<file path="config.mk">
export PLATFORM = sky130hd
export DESIGN_NAME = ptpd_fifo
export DESIGN_NICKNAME = d
export VERILOG_FILES = /design/src/hdl/ptpd_pkg.sv /design/src/hdl/ptpd_fifo.sv
export SDC_FILE = /design/constraint.sdc
export NUM_CORES = 1
export LEC_CHECK = 0
export ABC_AREA = 1
export CAP_MARGIN = 5
export CELL_PAD_IN_SITES_DETAIL_PLACEMENT = 1
export CELL_PAD_IN_SITES_GLOBAL_PLACEMENT = 2
export CORE_MARGIN = 2
export CORE_UTILIZATION = 40
export CTS_BUF_LIST = sky130_fd_sc_hd__clkbuf_2
export DETAILED_ROUTE_END_ITERATION = 8
export DONT_BUFFER_PORTS = 1
export GPL_TIMING_DRIVEN = 0
export PLACE_DENSITY = 0.78
export SLEW_MARGIN = 10
export SYNTH_ARGS = -nofsm -noshare
export SYNTH_HDL_FRONTEND = slang
export SYNTH_SLANG_ARGS = --single-unit
</file>
<file path="constraint.sdc">
create_clock -name clk -period 2.2 [get_ports clk]
set_input_delay 0.22 -clock clk [delete_from_list [all_inputs] [get_ports clk]]
set_output_delay 0.22 -clock clk [all_outputs]
set_load 0.05 [all_outputs]
</file>
<file path="src/hdl/ptpd_pkg.sv">
// shared types and constants of the stream predictor decoder
// no dependencies; imported by every module of the block
`timescale 1ns / 1ps
`default_nettype none

package ptpd_pkg;

  localparam int MAX_ROW_BYTES_DEF   = 4096;
  localparam int MAX_PIXEL_BYTES_DEF = 8;
  localparam int QUEUE_DEPTH         = 2;

  localparam int APB_AW = 4;
  localparam int APB_DW = 32;

  localparam logic [3:0]  MODE_RST    = 4'd1;
  localparam logic [3:0]  MODE_TIFF   = 4'd2;
  localparam logic [3:0]  MODE_PNG_LO = 4'd10;
  localparam logic [12:0] COLUMNS_RST = 13'd1;
  localparam logic [2:0]  COLORS_RST  = 3'd1;
  localparam logic [4:0]  BPC_RST     = 5'd8;
  localparam logic [4:0]  BPC_TIFF    = 5'd8;

  // png row tag codes
  localparam logic [7:0] FILT_NONE  = 8'd0;
  localparam logic [7:0] FILT_SUB   = 8'd1;
  localparam logic [7:0] FILT_UP    = 8'd2;
  localparam logic [7:0] FILT_AVG   = 8'd3;
  localparam logic [7:0] FILT_PAETH = 8'd4;

  typedef enum logic [2:0] {
    OP_PASS,
    OP_SUB,
    OP_UP,
    OP_AVG,
    OP_PAETH
  } op_t;

  typedef enum logic [1:0] {
    REG_MODE,
    REG_COLUMNS,
    REG_COLORS,
    REG_BPC
  } reg_idx_t;

  // per-item control passed from front to back
  typedef struct packed {
    op_t  op;
    logic last;
    logic past_step;
  } ctl_t;

  localparam int CTL_W = $bits(ctl_t);

endpackage

`default_nettype wire

</file>
<file path="src/hdl/ptpd_fifo.sv">
// small show-ahead queue between the front and the back end
// depends on ptpd_pkg for the queue depth
`timescale 1ns / 1ps
`default_nettype none

module ptpd_fifo
  import ptpd_pkg::*;
#(
  parameter int WIDTH = 8
) (
  input  wire logic             clk,
  input  wire logic             rst,
  input  wire logic             push,
  input  wire logic [WIDTH-1:0] wdata,
  output logic                  full,
  input  wire logic             pop,
  output logic                  valid,
  output logic [WIDTH-1:0]      rdata
);

  localparam int PTR_W = (QUEUE_DEPTH > 1) ? $clog2(QUEUE_DEPTH) : 1;
  localparam int CNT_W = $clog2(QUEUE_DEPTH + 1);

  logic [WIDTH-1:0] slots [QUEUE_DEPTH];
  logic [PTR_W-1:0] wr_ptr;
  logic [PTR_W-1:0] rd_ptr;
  logic [CNT_W-1:0] count;

  assign full  = (count == CNT_W'(QUEUE_DEPTH));
  assign valid = (count != '0);
  assign rdata = slots[rd_ptr];

  always_ff @(posedge clk) begin
    if (push) begin
      slots[wr_ptr] <= wdata;
    end
  end

  always_ff @(posedge clk) begin
    if (rst) begin
      wr_ptr <= '0;
      rd_ptr <= '0;
      count  <= '0;
    end else begin
      if (push) begin
        wr_ptr <= (wr_ptr == PTR_W'(QUEUE_DEPTH - 1)) ? '0 : wr_ptr + PTR_W'(1);
      end
      if (pop) begin
        rd_ptr <= (rd_ptr == PTR_W'(QUEUE_DEPTH - 1)) ? '0 : rd_ptr + PTR_W'(1);
      end
      if (push && !pop) begin
        count <= count + CNT_W'(1);
      end else if (pop && !push) begin
        count <= count - CNT_W'(1);
      end
    end
  end

endmodule

`default_nettype wire

</file>
==> results.md, run 1 <==
* Seq pwr share at 58.7%
* WL/cell at between 10 and 15 um
* Fin crit period at 1.63 ns
* Achievable frequency at 612 MHz
* Hold Vio Cnt, Final at 0
* Die Area at roughly 0.0025 mm2
* Final setup vio count at 0
* CP max FO at 3
* Worst Max-Slew Pin Slew at 0.877 ns
* Postcts setup bufs at 0
* Switching power at 233 uW
* Number of max-cap violations at 0
* Area delta synth->final at 17.1%
* # DRC at 0
* Logic pwr share at 21.6%
* Clock-pin slew on the worst setup and hold paths at 0.18 ns
* Setup_tns at 0 ns
* Syn. warnings at 0
* Bufs on Longest Clock Path at 2
* Sw frac at 29.6%
* Global-route wire length before repair at 2.17 mm
* Gate Count Post-Synth at 58
* VDD IR-drop max at 0.346 mV
* Largest net degree at the start of global routing at 12
* Die Wd at ~50 um
* Power Dens Cells at 801 mW/mm2
* Status: completed
* DR vias at 443
* Gr ovfl total at 0
* Clock buffer count from CTS at 3
* Worst setup SP type: register
* Routability cong. at about 0.7
* Clock tree root driver cell: clkbuf_2
* Mapped cell area at ~840 um2
* Violation count after the first detailed-route iteration at 7
* Synthesized net count at 71
* Setup Crit Path Kind: register to output pin
* Worst Reg-to-Reg Cells at 1
* Core area at 0.00198 mm2
* Worst skew pair latency at about 0.30 ns
* Worst hold path depth at 3
* DRT antenna net count at 0
* Antenna cells at 0
* Max_slew headroom at 41.3%
* Clock Power Share at 19.8%
* Initial antenna violation count at 0
* Syn Area/Cell at 14.5 um2
* CP Data Required Time at 1.98 ns
* Clock Skews at 0.000590 ns
* Part of the Yosys area used for sequential elements at 69.0%
* CTS tree: done
* Post-Route WL at 1.24 mm
* Post-synth cell types at 16
* Leading cell types in the layout, fill and taps excluded: 16 x edfxtp_1, 9 x dlygate4sd3_1, 8 x mux2_4, 8 x inv_1, 6 x nor2_1
* # IOs at 22
* Initial Util at 42.4%
* Crit. End Element: output pin
* Post-DP HPWL at between 800 and 900 um
* Hold slack at 0.0498 ns
* Die H at roughly 50 um
* Nets at 85
* Crit path cell chain: inv_1, nor2_1
* Crit-path max cell delay at 0.67 ns
* GRT Util Overall at 11.9%
* Leakage power at 0.000402 uW
* Clk sinks at 21
* Final Slew Violations at 0
* Vias in the first global route at ~500
* Final worst-path cycle share at 74.3%
* RSZ-0062 raised after global routing: no
* Class of the tightest hold or removal check: input pin to register
* Ratio of cells with drive above 1 in the final layout at 21.1%
* Worst EP arrival at 1.41 ns
* Total iterations of the first detailed-routing run at 3
* Internal Power at 556 uW
* Row cnt at 16
* Reg2reg setup slack at 0.97 ns
* Most common cell after layout, fill and taps aside: edfxtp_1
* Yosys reg bits at 21
* Post-DR vias/cell at 4.52
* I/O Buffers at 0
* H-tree depth at 1
* Slowest-stage cell, CP: nor2_1
## through the flow
step	setup WS, ns	instances	total power (uW)	area, um2	utilization, %
6_report	0.566	98	789	985	49.7
2_1_floorplan	0.973	58	615	841	-
4_1_cts	0.542	98	797	985	49.7
3_3_place_gp	0.924	85	626	875	44.1
5_1_grt	0.462	98	825	985	49.7
3_5_place_dp	0.932	85	629	875	44.1
## cell families after synthesis
kind of cell	Yosys count	synth area share (%)
AO/OA/AOI/OAI	2	1.19
XOR/XNOR	1	1.04
adder cells (fa/ha/maj)	1	1.49
buffers and inverters	10	5.36
flip-flops	21	69.0
multiplexers	8	14.3
AND/OR/NAND/NOR	15	7.59
## flip-flops by register name, summed over array words and instances (netlist names), named ones only
name    cells
slots      16
count       2
rd_ptr      1
wr_ptr      1
## layer usage
metal  vias up  global-route usage (%)  share of wire [%]
met1       204                    13.7                 43
li1        225                       -                  -
met4         0                    4.17                  0
met3         0                    3.03                4.9
met2        14                    21.1                 52
met5         -                       0                  0
## critical path: cells and delay by family (launching register included)
kind | cells | cell delay [ns]
and+or+nand+nor | 1 | 0.67
DFF | 1 | 0.38
buffers and inverters | 1 | 0.07
## power groups by stage
stage | clock network [uW] | registers (uW) | logic [uW]
floorplan | 0 | 470 | 146
global placement | 0 | 471 | 155
detailed placement | 0 | 472 | 157
CTS | 162 | 463 | 172
global route | 175 | 467 | 183
finish | 156 | 463 | 170
## timing repair
action / 4_1_cts / 5_1_grt
hold endpoints to repair: 19 / 0
endpoints found under the setup margin: 0 / 0
hold buffers: 9 / 0
gates resized for setup: 0 / 0
## layout make-up
class                           instances  area, um2
Fill cell                             205        997
Sequential cell                        21        581
Multi-Input combinational cell         27        215
Timing Repair Buffer                    9       90.1
Inverter                                9       33.8
Tap cell                               27       33.8
Clock buffer                            4       20.0
Buffer                                  1       11.3
## worst paths after layout
| path | from | to |
|---|---|---|
| max | count[1] | full |
| min | rst | count[1] |
| max reg2reg | wr_ptr | slots[0][0] |
| min reg2reg | wr_ptr | wr_ptr |
## cell usage after synthesis (all sizes together)
cell | instances | area, um2
edfxtp | 16 | 480
inv | 9 | 33.8
mux2 | 8 | 120
nand2 | 6 | 25.0
nor2 | 6 | 22.5
dfxtp | 5 | 100
a21oi | 1 | 5.00
buf | 1 | 11.3
ha | 1 | 12.5
nand3 | 1 | 5.00
nand4 | 1 | 6.26
nor3 | 1 | 5.00
o21ai | 1 | 5.00
xnor2 | 1 | 8.76
(Power assumes the default switching activity.)
==> run 2, diff against run 1 <==
clock period = 1.6 ns   (was 2.2 ns; I/O delays follow)
==> results.md, run 2 (same netlist as run 1, synthesis figures left out) <==
* Ratio of cells with drive above 1 in the final layout at 21.9% (+0.79 points)
* Core area at 0.00198 mm2 (unchanged)
* Setup_tns at 0 ns (unchanged)
* GRT Util Overall at 12.1% (+0.26 points)
* Worst setup SP type: register
* Hold Vio Cnt, Final at 0 (unchanged)
* Global-route wire length before repair at 2.21 mm (+1.9%)
* Routability cong. at 0.693 (unchanged)
* Internal Power at 769 uW (+38%)
* Clock-pin slew on the worst setup and hold paths at 0.18 ns (about the same)
* Total iterations of the first detailed-routing run at 4 (+1)
* Antenna cells at 0 (unchanged)
* Crit. End Element: output pin
* Worst skew pair latency at 0.30 ns (about the same)
* Initial antenna violation count at 0 (unchanged)
* Largest register FFs at 16 (unchanged)
* Largest net degree at the start of global routing at 12 (unchanged)
* Leading cell types in the layout, fill and taps excluded: 16 x edfxtp_1, 11 x dlygate4sd3_1, 8 x mux2_4, 8 x inv_1
* Bufs on Longest Clock Path at 2 (unchanged)
* WL/cell at 12.6 um (+0.30%)
* Worst Max-Slew Pin Slew at 0.675 ns (-0.202 ns)
* Final worst-path cycle share at 86.5%
* I/O Buffers at 0 (unchanged)
* Die Area at 0.00248 mm2 (unchanged)
* Violation count after the first detailed-route iteration at 9 (+2)
* Switching power at 320 uW (+37%)
* Post-route non-filler standard cell count at 100 (+2.0%)
* Row cnt at 16 (unchanged)
* # IOs at 22 (unchanged)
* Seq pwr share at 58.5% (-0.2 points)
* Clock Power Share at 19.4% (-0.4 points)
* # DRC at 0 (unchanged)
* Class of the tightest hold or removal check: input pin to register
* Clk sinks at 21 (unchanged)
* CP max FO at 8 (+5)
* Die H at 49.8 um (unchanged)
* VDD IR-drop max at 0.493 mV (+42%)
* Die Wd at 49.8 um (unchanged)
* Area delta synth->final at 19.8%
* Vias in the first global route at 492 (+0.61%)
* Setup Crit Path Kind: register to output pin
* Nets at 87 (+2.4%)
* Clock Skews at 0.00485 ns (+0.00426 ns)
* Regs by FF count: slots: 16 flops, count: 2 flops
* RSZ-0062 raised after global routing: no
* CP Data Required Time at 1.44 ns (-0.54 ns)
* Logic pwr share at 22.2% (+0.6 points)
* DRT antenna net count at 0 (unchanged)
* Post-DR vias/cell at 4.56 (+0.88%)
* DR vias at 456 (+2.9%)
* H-tree depth at 1 (unchanged)
* Achievable frequency at about 720 MHz
* Max_slew headroom at 54.8% (+14 points)
* Placed instance count at 85 (unchanged)
* CTS tree: done
* Gr ovfl total at 0 (unchanged)
* Number of max-cap violations at 0 (unchanged)
* Power Dens Cells at 1080 mW/mm2 (+35%)
* Sw frac at 29.4% (-0.17 points)
* Most common cell after layout, fill and taps aside: edfxtp_1
* Clock tree root driver cell: clkbuf_2
* Post-Route WL at 1.26 mm (+2.3%)
* Final Slew Violations at 0 (unchanged)
* Post-DP HPWL at 874 um (unchanged)
* Initial Util at 42.4% (unchanged)
* Clock buffer count from CTS at 3 (unchanged)
* Fillers at 202 (-1.5%)
* Most flop-heavy register: slots
* Final setup vio count at 0 (unchanged)
* Leakage power at 0.000412 uW (+2.4%)
* Status: completed
* Worst EP arrival at 1.22 ns (-0.19 ns)
* Fin crit period at 1.38 ns
run 2: area by class of cell:
type,count,area [um2],area share [%]
Timing Repair Buffer,11,110,10.9
Multi-Input combinational cell,27,218,21.6
Clock buffer,4,20.0,1.99
Sequential cell,21,581,57.6
Inverter,9,33.8,3.35
Buffer,1,11.3,1.12
Tap cell,27,33.8,3.35
run 2: repair_timing:
action	4_1_cts	5_1_grt
endpoints found under the hold margin	20	0
setup buffers	0	0
setup endpoints to repair	0	1
hold buffers	11	0
gates resized for setup	0	1
run 2: per-stage QoR:
| step | util [%] | power [uW] | cell area [um2] | hold slack (ns) | setup WS, ns |
|---|---|---|---|---|---|
| finish | 50.8 | 1090 | 1010 | 0.0437 | 0.216 |
| CTS | 50.7 | 1100 | 1000 | 0.0173 | 0.00189 |
| global placement | 44.1 | 861 | 875 | 0.235 | 0.384 |
| detailed placement | 44.1 | 865 | 875 | 0.235 | 0.361 |
| global route | 50.8 | 1140 | 1010 | 0.0542 | 0.158 |
| floorplan | - | 846 | 841 | 0.232 | 0.433 |
run 2: power by group through the flow:
| stage | sequential, uW | combinational [uW] | clock (uW) |
|---|---|---|---|
| after floorplan | 646 | 200 | 0 |
| after global placement | 648 | 213 | 0 |
| after detailed placement | 649 | 216 | 0 |
| after CTS | 637 | 243 | 222 |
| after global routing | 642 | 259 | 241 |
| final | 637 | 241 | 211 |
run 2: final timing paths:
path	start	endpoint	slack, ns	cells after the start
max	register	rdata[6]	0.22	2
min	pop	register	0.04	2
max reg2reg	wr_ptr	slots[0][0]	0.36	1
min reg2reg	wr_ptr	wr_ptr	0.53	2
run 2: routing by layer:
metal	track usage [%]	share of wire (%)	vias up
li1	-	-	230
met1	13.3	42	213
met2	22.4	54	13
met3	3.03	4.4	0
met4	4.17	0	0
met5	0	0	-
run 2: critical path: stages (launching register included):
cell	delay, ns
dfxtp_1	0.37
buf_6	0.16
mux2_4	0.40
