File: config.mk
export PLATFORM = sky130hd
export DESIGN_NAME = ptpd_front
export DESIGN_NICKNAME = d
export VERILOG_FILES = /design/src/hdl/ptpd_pkg.sv /design/src/hdl/ptpd_front.sv
export SDC_FILE = /design/constraint.sdc
export NUM_CORES = 1
export LEC_CHECK = 0
export ABC_AREA = 1
export BUFFER_PORTS_ARGS = -buffer_cell sky130_fd_sc_hd__buf_2
export CORE_UTILIZATION = 41
export DETAILED_ROUTE_END_ITERATION = 16
export HOLD_SLACK_MARGIN = 0.05
export PLACE_DENSITY = 0.76
export SLEW_MARGIN = 20
export SYNTH_ARGS = -nofsm -noshare
export SYNTH_HDL_FRONTEND = slang
export SYNTH_SLANG_ARGS = --single-unit
File: constraint.sdc
create_clock -name clk -period 4.8 [get_ports clk]
set_clock_uncertainty 0.05 [all_clocks]
set_input_delay 0.96 -clock clk [delete_from_list [all_inputs] [get_ports clk]]
set_output_delay 0.96 -clock clk [all_outputs]
set_load 0.01 [all_outputs]
File: src/hdl/ptpd_pkg.sv
// shared types and constants of the stream predictor decoder
// no dependencies; imported by every module of the block
`timescale 1ns / 1ps
`default_nettype none

package ptpd_pkg;

  localparam int MAX_ROW_BYTES_DEF   = 4096;
  localparam int MAX_PIXEL_BYTES_DEF = 8;
  localparam int QUEUE_DEPTH         = 2;

  localparam int APB_AW = 4;
  localparam int APB_DW = 32;

  localparam logic [3:0]  MODE_RST    = 4'd1;
  localparam logic [3:0]  MODE_TIFF   = 4'd2;
  localparam logic [3:0]  MODE_PNG_LO = 4'd10;
  localparam logic [12:0] COLUMNS_RST = 13'd1;
  localparam logic [2:0]  COLORS_RST  = 3'd1;
  localparam logic [4:0]  BPC_RST     = 5'd8;
  localparam logic [4:0]  BPC_TIFF    = 5'd8;

  // png row tag codes
  localparam logic [7:0] FILT_NONE  = 8'd0;
  localparam logic [7:0] FILT_SUB   = 8'd1;
  localparam logic [7:0] FILT_UP    = 8'd2;
  localparam logic [7:0] FILT_AVG   = 8'd3;
  localparam logic [7:0] FILT_PAETH = 8'd4;

  typedef enum logic [2:0] {
    OP_PASS,
    OP_SUB,
    OP_UP,
    OP_AVG,
    OP_PAETH
  } op_t;

  typedef enum logic [1:0] {
    REG_MODE,
    REG_COLUMNS,
    REG_COLORS,
    REG_BPC
  } reg_idx_t;

  // per-item control passed from front to back
  typedef struct packed {
    op_t  op;
    logic last;
    logic past_step;
  } ctl_t;

  localparam int CTL_W = $bits(ctl_t);

endpackage

`default_nettype wire

File: src/hdl/ptpd_front.sv
// front end: takes input items, consumes png row tags, tracks row position
// and pixel slot, classifies each data byte; depends on ptpd_pkg
`timescale 1ns / 1ps
`default_nettype none

module ptpd_front
  import ptpd_pkg::*;
#(
  parameter int MAX_ROW_BYTES   = MAX_ROW_BYTES_DEF,
  parameter int MAX_PIXEL_BYTES = MAX_PIXEL_BYTES_DEF,
  localparam int COL_W  = $clog2(MAX_ROW_BYTES),
  localparam int RLEN_W = $clog2(MAX_ROW_BYTES + 1),
  localparam int STEP_W = $clog2(MAX_PIXEL_BYTES + 1),
  localparam int SLOT_W = (MAX_PIXEL_BYTES > 1) ? $clog2(MAX_PIXEL_BYTES) : 1
) (
  input  wire logic              clk,
  input  wire logic              rst,
  input  wire logic              in_valid,
  output logic                   in_stall,
  input  wire logic [7:0]        in_byte,
  input  wire logic              cfg_wr,
  input  wire logic [3:0]        mode,
  input  wire logic [4:0]        bpc,
  input  wire logic [RLEN_W-1:0] rlen,
  input  wire logic [STEP_W-1:0] step,
  input  wire logic              q_full,
  output logic                   q_push,
  output ctl_t                   q_ctl,
  output logic [7:0]             q_data,
  output logic [COL_W-1:0]       q_col,
  output logic [SLOT_W-1:0]      q_slot
);

  localparam int CNT_W = $clog2(COL_W);

  logic [COL_W-1:0]  byte_column;
  logic [SLOT_W-1:0] slot;
  logic [7:0]        row_filter;
  logic              expect_tag;

  logic              wr_d1;
  logic              wr_d2;
  logic              mod_busy;
  logic [CNT_W-1:0]  mod_cnt;
  logic [STEP_W-1:0] mod_rem;
  logic [STEP_W:0]   mod_trial;
  logic [STEP_W-1:0] mod_rem_next;

  logic              png;
  logic              tag;
  logic              accept;
  logic [RLEN_W-1:0] col_inc;
  logic              last;
  logic              slot_wrap;
  op_t               op;

  assign png     = (mode >= MODE_PNG_LO);
  assign tag     = png && expect_tag;
  assign in_stall = q_full || cfg_wr || wr_d1 || wr_d2 || mod_busy;
  assign accept  = in_valid && !in_stall;
  assign col_inc = RLEN_W'(byte_column) + RLEN_W'(1);
  assign last    = (col_inc >= rlen);
  assign slot_wrap = ((STEP_W'(slot) + STEP_W'(1)) == step);

  // bit-serial remainder of the column by the pixel step, one bit per cycle
  assign mod_trial    = {mod_rem, byte_column[mod_cnt]};
  assign mod_rem_next = (mod_trial >= (STEP_W + 1)'(step))
                      ? STEP_W'(mod_trial - (STEP_W + 1)'(step))
                      : STEP_W'(mod_trial);

  always_comb begin
    op = OP_PASS;
    if (png) begin
      unique case (row_filter)
        FILT_SUB:   op = OP_SUB;
        FILT_UP:    op = OP_UP;
        FILT_AVG:   op = OP_AVG;
        FILT_PAETH: op = OP_PAETH;
        default:    op = OP_PASS;
      endcase
    end else if (mode == MODE_TIFF && bpc == BPC_TIFF) begin
      op = OP_SUB;
    end
  end

  assign q_push          = accept && !tag;
  assign q_ctl.op        = op;
  assign q_ctl.last      = last;
  assign q_ctl.past_step = (RLEN_W'(byte_column) >= RLEN_W'(step));
  assign q_data          = in_byte;
  assign q_col           = byte_column;
  assign q_slot          = slot;

  always_ff @(posedge clk) begin
    if (rst) begin
      byte_column <= '0;
      slot        <= '0;
      row_filter  <= FILT_NONE;
      expect_tag  <= 1'b1;
      wr_d1       <= 1'b1;
      wr_d2       <= 1'b1;
      mod_busy    <= 1'b0;
      mod_cnt     <= '0;
      mod_rem     <= '0;
    end else begin
      wr_d1 <= cfg_wr;
      wr_d2 <= wr_d1;
      // derived sizes settle after a write (tracked by wr_d1 and wr_d2), then the slot is rebuilt
      if (wr_d2) begin
        mod_busy <= 1'b1;
        mod_cnt  <= CNT_W'(COL_W - 1);
        mod_rem  <= '0;
      end else if (mod_busy) begin
        mod_rem <= mod_rem_next;
        if (mod_cnt == '0) begin
          mod_busy <= 1'b0;
          slot     <= SLOT_W'(mod_rem_next);
        end else begin
          mod_cnt <= mod_cnt - CNT_W'(1);
        end
      end

      if (accept) begin
        if (tag) begin
          row_filter  <= in_byte;
          expect_tag  <= 1'b0;
          byte_column <= '0;
          slot        <= '0;
        end else if (last) begin
          byte_column <= '0;
          slot        <= '0;
          expect_tag  <= 1'b1;
        end else begin
          byte_column <= COL_W'(col_inc);
          slot        <= slot_wrap ? '0 : slot + SLOT_W'(1);
        end
      end
    end
  end

endmodule

`default_nettype wire

==> out/summary.txt, run 1 <==
status: completed
sequential fraction of the synthesis area: 0.262
met3 usage: 0.0415
WHS: 0.415 ns
CP cell instances: ha_1, nand3_1, inv_1, nand4_1, xor2_1, ha_1, nand2_1, nor2_1, inv_1, nor2_1, nand2_1, nand2_1, buf_2
Max stage delay on crit path: 0.43 ns
initial DRC count: 103
grt total ovfl: 0
GP Congestion: 0.809
Antenna Cells: 0
Setup CP Type: flip-flop to primary output
minimum clock period: 3.48 ns
Post-DRT Antenna Nets: 0
share of cells above drive strength 1: 0.201
clock root buffer: clkbuf_8
Sw Ratio: 0.257
DRC Markers: 0
Slew Viols, Final: 0
post-CTS sizing: 0
via/cell ratio: 4.72
most frequent CP cell: nand2_1
Max IR drop VDD: 193 uV
GR Util All Layers: 0.177
Pleak: 1.69 nW
Area Overhead vs Synth: 16.3%
met2 Use GR: 0.313
Final Hold Viols: 0
relative slew slack: 0.748
largest net degree at the start of global routing: 21
final wirelength: 5920 um
RSZ-0062 raised after global routing: false
Distinct cells, synth: 37
Clock Latency Late Sink: 0.29 ns
Initial Util: 0.424
Top Usage Layer GRT: met2
Reg power frac: 0.460
fin cells: 540
CP Launch Type: flip-flop
WL per Instance: 11.0 um
initial antenna violation count: 0
CTS tree: done
Worst Path Max Fanout: 6
cell accounting for the most synthesized area: dfxtp_1
Seq cells post-synth: 35
Core Box Area: 6310 um2
Post-synth EDFFs: 0
IO Count: 69
Cell Rows: 29
Yosys top cell area share: 0.262
mapped cell area: 2680 um2
Die Height: 82.8 um
routing usage on met1: 0.218
Worst Setup Slack post-DPL: 1.63 ns
Synth warnings: 0
top-count cell post-synth: nand2_1
clock share of power: 0.412
Reg clk slew, reported paths: 0.08 ns
placed cell count: 532
H-tree levels: 2
CP arrival: 2.47 ns
crit end category: primary output
slowest CP cell: dfxtp_1
final worst slack: 1.32 ns
max frequency: 0.287 GHz
synthesized instance count: 404
die area: 6860 um2
crit path buf inv count: 3
Final HPWL DP: 4770 um
hold_buf cts: 0
Net count, final: 527
top cells by count, synth: 88 x nand2_1, 74 x inv_1, 36 x nor2_1
dominant synthesized flop cell: dfxtp_1
Setup Fix Bufs, Post-CTS: 0
Pint: 485 uW
clock sink total: 35
Net Count, Synth: 469
fraction of registers with async set/reset: 0
top cells by area, synth: dfxtp_1 26%, nand2_1 12%, ha_1 12%, inv_1 10%, a21oi_1 5.6%
CP Data Required Time: 3.79 ns
vias in the first global route: 2121
crit share post-route: 0.725
vias: 2547
PD cells: 210 nW/um2
total CTS buffers: 5
final setup vio count: 0
first-pass GRT wire length: 9240 um
Avg Cell Area, Syn: 6.62 um2
Worst Max-Slew Pin Slew: 0.379 ns
Max Cap Viol: 0
P_sw: 167 uW
Gate power share: 0.129
Crit path max-delay family: simple AND/OR/NAND/NOR gates
Die X: 82.8 um
TNS Setup: 0 ns
Final Power: 652 uW
port buffer count: 68
DRT Pass-1 Iters: 4
Hold Crit Class: flip-flop to flip-flop
largest buffer count on any clock path: 2
[routing by layer]
metal,vias up,share of wire
li1,1384,-
met1,1105,0.45
met2,53,0.49
met3,5,0.052
met4,0,0.0059
met5,-,0
[layout by cell type (no fill, tap or decap), drive strengths merged]
cell	count
fa	1
nand4	5
nor3	9
o21ai	27
xnor2	2
nand2	89
a21oi	32
nor2	38
clkinv	2
clkbuf	5
nand3b	2
nor4	3
buf	69
a31oi	1
or2	3
nor3b	1
bufinv	1
a211oi	1
inv	77
ha	25
o21a	3
nand3	20
xor2	10
dfxtp	35
o211ai	2
[state kept, by name (all words and copies together), names as in the netlist]
signal,count
mod_busy,1
q_col,12
mod_rem,4
q_slot,3
wr_d2,1
row_filter,8
mod_cnt,4
wr_d1,1
expect_tag,1
[final cells by class]
class,count,area (um2)
tap,77,96.3
clock inverter,3,43.8
clock buffer,5,68.8
multi-input combinational,274,1570
sequential,35,701
fill,693,3200
inverter,77,289
timing repair buffer,69,348
[power by group through the flow]
| stage | clock network (mW) | registers (mW) | logic (mW) |
|---|---|---|---|
| 6_report | 0.268 | 0.300 | 0.0841 |
| 5_1_grt | 0.290 | 0.300 | 0.0974 |
| 4_1_cts | 0.275 | 0.299 | 0.0855 |
| 3_5_place_dp | 0 | 0.306 | 0.0850 |
| 3_3_place_gp | 0 | 0.306 | 0.0825 |
| 2_1_floorplan | 0 | 0.303 | 0.0599 |
[cells by family after synthesis]
| logic type | after synthesis | synth area share |
|---|---|---|
| AO/OA/AOI/OAI | 66 | 0.135 |
| XOR/XNOR | 12 | 0.0421 |
| adder cells (fa/ha/maj) | 26 | 0.124 |
| buffers and inverters | 95 | 0.153 |
| flip-flops | 35 | 0.262 |
| AND/OR/NAND/NOR | 170 | 0.283 |
[per-stage QoR]
| stage | instance area, um2 | utilization |
|---|---|---|
| final | 3110 | 0.493 |
| after global routing | 3110 | 0.493 |
| after CTS | 3110 | 0.493 |
| after detailed placement | 3000 | 0.475 |
| after global placement | 3000 | 0.475 |
| after floorplan | 2680 | - |
[final timing paths]
check	from	endpoint	slack [ns]	cells past startpoint
worst max-delay path	q_col[1]	q_ctl[1]	1.32	13
worst min-delay path	wr_d1	wr_d2	0.41	1
worst max register to register	q_col[1]	q_col[10]	2.14	17
worst min register to register	wr_d1	wr_d2	0.41	1
No activity file was read; power rests on OpenSTA's default activity.
==> run 2, diff against run 1 <==
==> constraint.sdc (replaced) <==
create_clock -name clk -period 3.4 [get_ports clk]
set_clock_uncertainty 0.05 [all_clocks]
set_input_delay 0.68 -clock clk [delete_from_list [all_inputs] [get_ports clk]]
set_output_delay 0.68 -clock clk [all_outputs]
set_load 0.01 [all_outputs]
==> run 2 against run 1 <==
Net effect: combinational power increased by 43%; via count increased by 1.5%; sequential power rose by 41%; worst hold slack better by 0.0071 ns; largest power group unchanged.
==> out/summary.txt, run 2 (synthesis results as in run 1) <==
RSZ-0062 raised after global routing: false
crit share post-route: 0.928
Clock Latency Late Sink: 0.30 ns
clock root buffer: clkbuf_8
GR Util All Layers: 0.185
Die X: 82.8 um
GP Congestion: 0.841
minimum clock period: 3.16 ns
Area Overhead vs Synth: 16.5%
Worst Max-Slew Pin Slew: 0.395 ns
Reg2Reg Setup Slack: 0.75 ns
r2r endpoint: q_col[7]
crit path capture: q_ctl[1]
largest net degree at the start of global routing: 21
WL per Instance: 11.0 um
final wirelength: 5930 um
Pleak: 1.69 nW
TNS Setup: 0 ns
CP Data Required Time: 2.67 ns
Antenna Cells: 0
Die Height: 82.8 um
most frequent cells in the layout: 88 x nand2_1, 74 x inv_1, 68 x buf_2
CTS tree: done
post-route design area: 3120 um2
fin cells: 540
Hold Crit Class: flip-flop to flip-flop
Net count, final: 527
placed cell count: 532
Post-DRT Antenna Nets: 0
Final Hold Viols: 0
commonest non-fill, non-tap cell in the layout: nand2_1
Reg clk slew, reported paths: 0.07 ns
Max IR drop VDD: 185 uV
via/cell ratio: 4.79
Final Power: 921 uW
status: completed
final setup vio count: 0
Final HPWL DP: 4780 um
die area: 6860 um2
Cell Rows: 29
total CTS buffers: 5
crit end category: primary output
Slew Viols, Final: 0
CP arrival: 2.43 ns
DRT Pass-1 Iters: 4
DRC Markers: 0
grt total ovfl: 0
Initial Util: 0.424
Critical Path Start: q_col[4]
post-CTS sizing: 0
largest buffer count on any clock path: 2
IO Count: 69
PD cells: 296 nW/um2
H-tree levels: 2
r2r worst-path depth: 16
CP Launch Type: flip-flop
hold_buf cts: 0
Worst Min Path Start: wr_d1
max frequency: 0.317 GHz
DP Area: 3000 um2
Max Cap Viol: 0
share of cells above drive strength 1: 0.210
port buffer count: 68
clock sink total: 35
Setup Fix Bufs, Post-CTS: 0
Largest register FFs: 12
reg-to-reg startpoint: q_col[4]
first-pass GRT wire length: 9680 um
Core Box Area: 6310 um2
Setup CP Type: flip-flop to primary output
WHS: 0.422 ns
Worst Path Max Fanout: 6
initial DRC count: 108
relative slew slack: 0.737
vias in the first global route: 2224
vias: 2586
initial antenna violation count: 0
-- run 2: cell counts in the layout (fill, tap and decap cells not counted) --
Identical to the previous run, type by type.
-- run 2: worst min-delay path by stage --
stage / endpoint / slack [ns] / cells after the start
after floorplan: wr_d2 / 0.39 / 1
after global placement: wr_d2 / 0.40 / 1
after detailed placement: wr_d2 / 0.41 / 1
after CTS: wr_d2 / 0.42 / 1
after global routing: wr_d2 / 0.44 / 1
final: wr_d2 / 0.42 / 1
-- run 2: routing by layer --
| layer | part of all wire | vias up | global-route usage |
|---|---|---|---|
| li1 | - | 1386 | - |
| met1 | 0.47 | 1142 | 0.229 |
| met2 | 0.47 | 49 | 0.320 |
| met3 | 0.048 | 9 | 0.0470 |
| met4 | 0.012 | 0 | 0.0466 |
| met5 | 0 | - | 0 |
-- run 2: report_power, final --
group	leakage, nW	internal, mW	switching [mW]
sequential	0.286	0.415	0.00781
clock	0.0581	0.218	0.160
combinational	1.35	0.0512	0.0692
total	1.69	0.685	0.237
-- run 2: area by class of cell --
class	instances	area, um2
multi-input combinational	274	1570
fill	664	3200
inverter	77	289
clock inverter	3	43.8
clock buffer	5	68.8
timing repair buffer	69	348
tap	77	96.3
sequential	35	706
-- run 2: critical path, stage by stage (launching register included) --
cell and delay, ns:
dfxtp_1 0.45, inv_2 0.09, nor3_1 0.28, nand4_1 0.19, xor2_1 0.20, ha_1 0.30, nand2_1 0.05, nor2_1 0.13
inv_1 0.06, nor2_1 0.09, nand2_1 0.06, nand2_1 0.10, buf_2 0.14
-- run 2: stage by stage --
| step | setup slack (ns) | utilization |
|---|---|---|
| 4_1_cts | 0.182 | 0.493 |
| 2_1_floorplan | 0.681 | - |
| 3_5_place_dp | 0.516 | 0.475 |
| 5_1_grt | 0.00785 | 0.494 |
| 3_3_place_gp | 0.599 | 0.475 |
| 6_report | 0.243 | 0.494 |
==> run 3, diff against run 2 <==
--- a/config.mk
+++ b/config.mk
@@ -5,12 +5,11 @@
 export SDC_FILE = /design/constraint.sdc
 export NUM_CORES = 1
 export LEC_CHECK = 0
-export ABC_AREA = 1
 export BUFFER_PORTS_ARGS = -buffer_cell sky130_fd_sc_hd__buf_2
 export CORE_UTILIZATION = 41
 export DETAILED_ROUTE_END_ITERATION = 16
 export HOLD_SLACK_MARGIN = 0.05
-export PLACE_DENSITY = 0.76
+export PLACE_DENSITY = 0.77
 export SLEW_MARGIN = 20
 export SYNTH_ARGS = -nofsm -noshare
 export SYNTH_HDL_FRONTEND = slang
==> run 3 against run 2 <==
Net effect: synthesized cell count shrank 20%; clock-buffer cell count is the same; largest power group unchanged; combinational power shrank 4%; worst hold slack gained 0.0067 ns; register-to-register slack lost 0.32 ns; global-route usage grew 2.2 points; via count shrank 2.0%; critical path depth shrank 1; worst setup slack lost 0.15 ns; critical path type unchanged; non-clock buffer count grew 6.
==> out/summary.txt, run 3 <==
status: completed
Crit path max-delay family: simple AND/OR/NAND/NOR gates
via/cell ratio: 5.40
Gate power share: 0.133
top cells by count, synth: 35 x dfxtp_1, 35 x nand2_1, 27 x inv_1
final setup vio count: 0
IO Count: 69
Largest register FFs: 12
TNS Setup: 0 ns
Sw Ratio: 0.287
Slew Viols, Final: 0
Clock Latency Late Sink: 0.30 ns
clock sink total: 35
WL per Instance: 13.9 um
CTS tree: done
sequential fraction of the synthesis area: 0.270
Die X: 81.6 um
dominant synthesized flop cell: dfxtp_1
fillcell total: 581
Reg power frac: 0.491
CP cell instances: buf_4, and4_4, and2_4, nand3_1, xnor2_2, ha_1, a21o_1, a21o_1, a21oi_2, nand2_2, buf_2
Avg Cell Area, Syn: 7.98 um2
max frequency: 0.302 GHz
DP Area: 2980 um2
Distinct cells, synth: 53
Antenna Cells: 0
Pint: 613 uW
cell accounting for the most synthesized area: dfxtp_1
clock root buffer: clkbuf_8
largest net degree at the start of global routing: 20
CP arrival: 2.58 ns
DRT Pass-1 Iters: 4
total CTS buffers: 5
Final Hold Viols: 0
P_sw: 247 uW
r2r endpoint: q_slot[0]
Net Count, Synth: 390
commonest non-fill, non-tap cell in the layout: buf_2
Max stage delay on crit path: 0.34 ns
die area: 6650 um2
Max IR drop VDD: 162 uV
Core Box Area: 6030 um2
Final Power: 860 uW
clock share of power: 0.376
Worst Path Max Fanout: 6
vias: 2534
Setup CP Type: flip-flop to primary output
Initial Util: 0.431
Post-DRT Antenna Nets: 0
Max Cap Viol: 0
CP Launch Type: flip-flop
fraction of registers with async set/reset: 0
vias in the first global route: 2397
met2 Use GR: 0.358
crit share post-route: 0.974
crit end category: primary output
Yosys top cell area share: 0.270
Critical Path Stages: 11
slowest CP cell: dfxtp_2
Reg clk slew, reported paths: 0.09 ns
relative slew slack: 0.394
largest buffer count on any clock path: 2
Hold Crit Class: flip-flop to flip-flop
GR Util All Layers: 0.207
reg-to-reg startpoint: mod_cnt[1]
most frequent CP cell: a21o_1
met3 usage: 0.0411
Net count, final: 458
Worst Max-Slew Pin Slew: 0.906 ns
initial DRC count: 99
share of cells above drive strength 1: 0.282
Top Usage Layer GRT: met2
DRC Markers: 0
Post-synth EDFFs: 0
final wirelength: 6500 um
CP Data Required Time: 2.67 ns
PD cells: 273 nW/um2
routing usage on met1: 0.247
grt total ovfl: 0
initial antenna violation count: 0
r2r worst-path depth: 11
most frequent cells in the layout: 68 x buf_2, 34 x nand2_1, 30 x dfxtp_1
first-pass GRT wire length: 10500 um
post-route design area: 3150 um2
Critical Path Start: q_col[1]
GP Congestion: 0.903
Pleak: 1.56 nW
H-tree levels: 2
synthesized instance count: 325
crit path buf inv count: 2
port buffer count: 68
mapped cell area: 2590 um2
Synth warnings: 0
crit path capture: q_ctl[1]
top cells by area, synth: dfxtp_1 27%, ha_1 12%, nand2_1 5.1%, a21oi_1 5.0%, mux2i_1 5.0%
Seq cells post-synth: 35
Cell Rows: 28
Area Overhead vs Synth: 21.2%
Die Height: 81.6 um
Reg2Reg Setup Slack: 0.43 ns
RSZ-0062 raised after global routing: false
Final HPWL DP: 5060 um
minimum clock period: 3.31 ns
run 3: cell count changes in the layout (fill, tap and decap cells not counted), sizes merged, moves of 7 or more:
cell	change
a21o	+9
inv	-50
mux2i	+13
nand2	-54
nand2b	+12
nand3	-13
nor2	-13
nor2b	+7
o21ai	-15
run 3: worst min-delay path by stage:
stage / startpoint / to / slack (ns) / depth (start not counted)
after floorplan: wr_d1 / wr_d2 / 0.39 / 1
after global placement: wr_d1 / wr_d2 / 0.39 / 1
after detailed placement: wr_d1 / wr_d2 / 0.41 / 1
after CTS: wr_d1 / wr_d2 / 0.43 / 1
after global routing: wr_d1 / wr_d2 / 0.45 / 1
final: wr_d1 / wr_d2 / 0.43 / 1
run 3: what timing repair did:
action	in CTS	in global routing
pin swaps	1	1
buffers inserted	1	0
endpoints found under the setup margin	1	1
hold buffers	0	0
gates cloned	0	0
resized for setup	5	15
run 3: power by group through the flow:
| stage | registers (mW) | clock network [mW] | logic [mW] |
|---|---|---|---|
| after CTS | 0.422 | 0.331 | 0.114 |
| final | 0.422 | 0.323 | 0.115 |
| after detailed placement | 0.432 | 0 | 0.113 |
| after global placement | 0.432 | 0 | 0.109 |
| after global routing | 0.424 | 0.358 | 0.129 |
| after floorplan | 0.428 | 0 | 0.0789 |
run 3: per-stage QoR:
step / worst slack [ns] / utilization / cells / hold WS [ns]
6_report: 0.0897 / 0.522 / 469 / 0.428
5_1_grt: 0.00521 / 0.522 / 469 / 0.451
4_1_cts: 0.000676 / 0.515 / 469 / 0.433
3_5_place_dp: 0.119 / 0.494 / 460 / 0.411
3_3_place_gp: 0.171 / 0.494 / 460 / 0.395
2_1_floorplan: 0.318 / - / 325 / 0.390
run 3: metal layers:
metal	wire length [um]	up-vias
met5	0	-
met4	179	0
met3	324	17
met2	3160	69
met1	2840	1172
li1	-	1276
run 3: cell families after synthesis:
logic type | count (synthesis) | share of synthesized area
simple gates | 133 | 0.268
fa+ha+maj | 26 | 0.128
flops | 35 | 0.270
xor+xnor | 10 | 0.0337
mux | 16 | 0.0689
compound gates | 64 | 0.155
buf+inv | 41 | 0.0757
run 3: cell type report:
type,count,area [um2],area share
flip-flops and latches,35,707,0.225
well taps,75,93.8,0.0298
repair buffers,75,397,0.126
inverters,27,101,0.0322
clock inverters,3,25.0,0.00796
clock buffers,5,68.8,0.0219
multi-input cells,249,1750,0.557
